### config.mk
export PLATFORM = sky130hd
export DESIGN_NAME = fmis_cell
export DESIGN_NICKNAME = d
export VERILOG_FILES = /design/src/rtl/core/fmis_pkg.sv /design/src/rtl/core/fmis_cell.sv
export SDC_FILE = /design/constraint.sdc
export NUM_CORES = 1
export LEC_CHECK = 0
export BUFFER_PORTS_ARGS = -buffer_cell sky130_fd_sc_hd__buf_2
export CAP_MARGIN = 20
export CORE_MARGIN = 2
export CORE_UTILIZATION = 41
export DETAILED_ROUTE_END_ITERATION = 10
export PLACE_DENSITY = 0.82
export REMOVE_ABC_BUFFERS = 1
export SYNTH_ARGS = -nofsm -noshare
export SYNTH_HDL_FRONTEND = slang
export SYNTH_SLANG_ARGS = --single-unit
### constraint.sdc
create_clock -name i_clk -period 3.1 [get_ports i_clk]
set_input_delay 0.62 -clock i_clk [delete_from_list [all_inputs] [get_ports i_clk]]
set_output_delay 0.62 -clock i_clk [all_outputs]
set_load 0.05 [all_outputs]
### src/rtl/core/fmis_pkg.sv
// fmis_pkg: shared types and constants for the first-match index search unit
// no dependencies; imported by fmis_cell and first_match_index_search_unit

package fmis_pkg;

    localparam int unsigned DATA_W  = 64;
    localparam int unsigned MODE_W  = 2;
    localparam int unsigned POS_W   = 11;
    localparam int unsigned OUT_W   = 16;
    localparam int unsigned APB_AW  = 3;
    localparam int unsigned APB_DW  = 32;

    // item kinds carried in tuser
    localparam logic [MODE_W-1:0] MODE_CLEAR  = 2'd0;
    localparam logic [MODE_W-1:0] MODE_APPEND = 2'd1;
    localparam logic [MODE_W-1:0] MODE_QUERY  = 2'd2;

    // register index of index_origin (paddr[2])
    localparam logic REG_ORIGIN = 1'b0;

    // search token handed from one cell to the next
    typedef struct packed {
        logic val;
        logic fnd;
    } t_link;

    typedef enum logic {
        ST_IDLE,
        ST_SEARCH
    } t_state;

endpackage

### src/rtl/core/fmis_cell.sv
// fmis_cell: one table entry plus one stage of the search chain
// depends on fmis_pkg for the link type and data width

module fmis_cell #(
    parameter int unsigned CW  = 11,
    parameter int unsigned IDX = 0
) (
    input  logic                       i_clk,
    input  logic                       i_rst_n,
    input  logic                       i_wr_en,
    input  logic [CW-1:0]              i_wr_idx,
    input  logic [fmis_pkg::DATA_W-1:0] i_wr_data,
    input  logic [fmis_pkg::DATA_W-1:0] i_qval,
    input  logic [CW-1:0]              i_count,
    input  fmis_pkg::t_link            i_link,
    input  logic [CW-1:0]              i_pos,
    output fmis_pkg::t_link            o_link,
    output logic [CW-1:0]              o_pos
);
    import fmis_pkg::*;

    localparam logic [CW-1:0] MY_IDX = CW'(IDX);

    logic [DATA_W-1:0] r_data;
    t_link             r_link;
    t_link             n_link;
    logic [CW-1:0]     r_pos;
    logic [CW-1:0]     n_pos;
    logic              hit;

    // only entries below the count take part, those were written since the last clear
    assign hit = i_link.val && !i_link.fnd && (MY_IDX < i_count) && (r_data == i_qval);

    always_comb begin
        n_link.val = i_link.val;
        n_link.fnd = i_link.fnd | hit;
        n_pos      = hit ? MY_IDX : i_pos;
    end

    always_ff @(posedge i_clk) begin
        if (i_wr_en && (i_wr_idx == MY_IDX)) begin
            r_data <= i_wr_data;
        end
    end

    always_ff @(posedge i_clk) begin
        if (!i_rst_n) begin
            r_link <= '0;
        end else begin
            r_link <= n_link;
        end
    end

    always_ff @(posedge i_clk) begin
        r_pos <= n_pos;
    end

    assign o_link = r_link;
    assign o_pos  = r_pos;

endmodule

==> run metrics <==
DRC errors left 0; Fill cells 706; die width 95.19 microns; Area Overhead vs Synth 36.22%; Post-DP HPWL 6.729 mm; Final Cell Area 4644 sq um; area of the multi-input gates 1179 sq um; die area 9061 sq um; number of I/O pins 179; CTS Hold Bufs 0; Core Box Area 8134 sq um; Antenna diodes 0; All-Layer GR Usage 0.1817; HP Class input pin to flip-flop; remaining global-route overflow 0; worst-path fanout max 11; Fin. Hold Viols 0; minimum clock period 2098 ps; row cnt 33; # nets final 601; Slew Limit Fails 0; Yosys cell types 30; Hold WS 437.5 ps; Yosys warnings 0; Reg area 2182 sq um; Reg clk slew, reported paths 90 ps; H-tree level count 3; WP data arrival 2330 ps; maxcap violations 0; Worst Max-Slew Pin Slew 644.6 ps; total clock buffers created by CTS 9; antenna-violating nets left 0; initial antenna violation count 0; Starting Density 0.4192; share of the synthesized area in the top cell type 0.5637; largest net degree at the start of global routing 37; final period utilization 0.6769; RD Place Congestion 0.9111; post-CTS setup buffer count 0; Post-CTS Resized 0; cells after synthesis 244; most numerous cell in the Yosys netlist edfxtp_1; Skew-Pair Late Insertion Delay 350 ps; Area after DPL 4451 sq um; Die Span Y 95.19 microns; Routed WL 8.332 mm; via count 2654; Setup CP Type input pin to flip-flop; commonest cells in the netlist edfxtp_1, xor2_1, nor4_1; Final WS setup 1002 ps; Synth Cell Area 3410 sq um; final setup fails 0; first-pass GRT wire length 12.22 mm; Starting DRT DRC Count 63; area leader, netlist edfxtp_1; sequential fraction of the synthesis area 0.6400; number of synthesized flops with an enable pin 64; routed len/inst 15.29 microns; pre-CTS WS 644.1 ps; Mean Syn Cell Area 13.97 sq um; Clock Path Buffers 2; Worst VDD drop 0.3328 mV; startpoint types input pin; First-pass DRT Iterations 4; Clock Sinks 77; crit path capture type flip-flop; I/O Buffers 178; Fmax 476.6 MHz; RSZ-0062 raised after global routing no; PD cells 447.4 nW/um^2; clk_skew 11.52 ps; vias in the first global route 2640; ys flop type edfxtp_1; Lkg Pwr 1.919 nW; number of synthesized register bits 77; share of cells above drive strength 1 0.4841; outcome complete, no violations; Via density 4.870; CTS tree built; Clock Tree Root clkbuf_8; required time of the critical path 3330 ps; Synth area leaders edfxtp_1, xor2_1, dfxtp_1; Async S/R FF share, synth 0; Slew HR 0.5591
==> cell families after synthesis <==
logic type | synth area share
DFF | 0.6400
AOI/OAI and AO/OA | 0.05908
buffers and inverters | 0.01652
and+or+nand+nor | 0.1714
xor gates and xnor gates | 0.1130
==> state kept, by name, summed over array words and instances, names as in the netlist <==
signal and count:
o_link 2, o_pos 11, r_data 64
==> layout by cell type (no fill, tap or decap), types with 2 or more instances in the layout <==
cell type,netlist,final
inv_1,10,10
nor3_1,4,4
nand4_1,7,7
o22ai_1,2,2
xor2_1,42,42
nor4_1,32,31
nand2b_1,4,4
a2111oi_0,4,4
nand3_1,2,2
xnor2_1,2,2
buf_2,0,178
dfxtp_1,13,13
nor4b_1,3,3
buf_4,1,4
nand2_1,3,3
clkbuf_8,0,9
nor2b_1,28,28
edfxtp_1,64,64
a21boi_2,10,10
clkinvlp_4,0,2
inv_6,0,2
==> worst paths after layout <==
check	slack (ps)	cells past startpoint	startpoint	to
min	440	1	i_wr_data[22]	r_data[22]$_DFFE_PP_
max	1000	7	i_qval[6]	o_pos[10]$_SDFF_PP0_
min reg2reg	870	4	r_data[39]$_DFFE_PP_	o_link[0]$_SDFF_PN0_
max reg2reg	1010	6	r_data[43]$_DFFE_PP_	o_pos[10]$_SDFF_PP0_
==> per-stage QoR <==
step / cells / util / total power [mW] / TNS, ps
after detailed placement: 529 / 0.5471 / 1.372 / 0
after floorplan: 242 / - / 1.241 / -106.2
after global placement: 529 / 0.5471 / 1.368 / 0
final: 545 / 0.5710 / 2.078 / 0
after CTS: 545 / 0.5710 / 2.102 / 0
after global routing: 545 / 0.5710 / 2.158 / 0
==> per-layer routing <==
layer	part of all wire	routed length (microns)	track usage	vias to the layer above
met5	0	0	0	-
met4	0.012	100	0.05314	0
met3	0.090	747	0.06798	9
met2	0.52	4294	0.3128	133
met1	0.38	3190	0.2113	1204
li1	-	-	-	1308
==> cell type report <==
cell class                 instances  share of cell area
sequential                        77              0.4698
tap                              105             0.02829
multi-input combinational        155              0.2538
timing repair buffer             182              0.1983
clock inverter                     5            0.008890
clock buffer                      11             0.03287
inverter                          10            0.008082
==> worst max-delay path: stages <==
cell,delay (ps)
buf_2,100
nor2b_1,130
a2111oi_0,600
nand4_1,270
nor4_4,210
buf_4,270
a21boi_0,110
==> power breakdown <==
part	total, mW	switching (mW)	internal (mW)
clock	0.730	0.384	0.347
combinational	0.219	0.106	0.113
sequential	1.13	0.00215	1.13
total	2.08	0.492	1.59
Note: power is estimated with default switching activity, not from simulation.
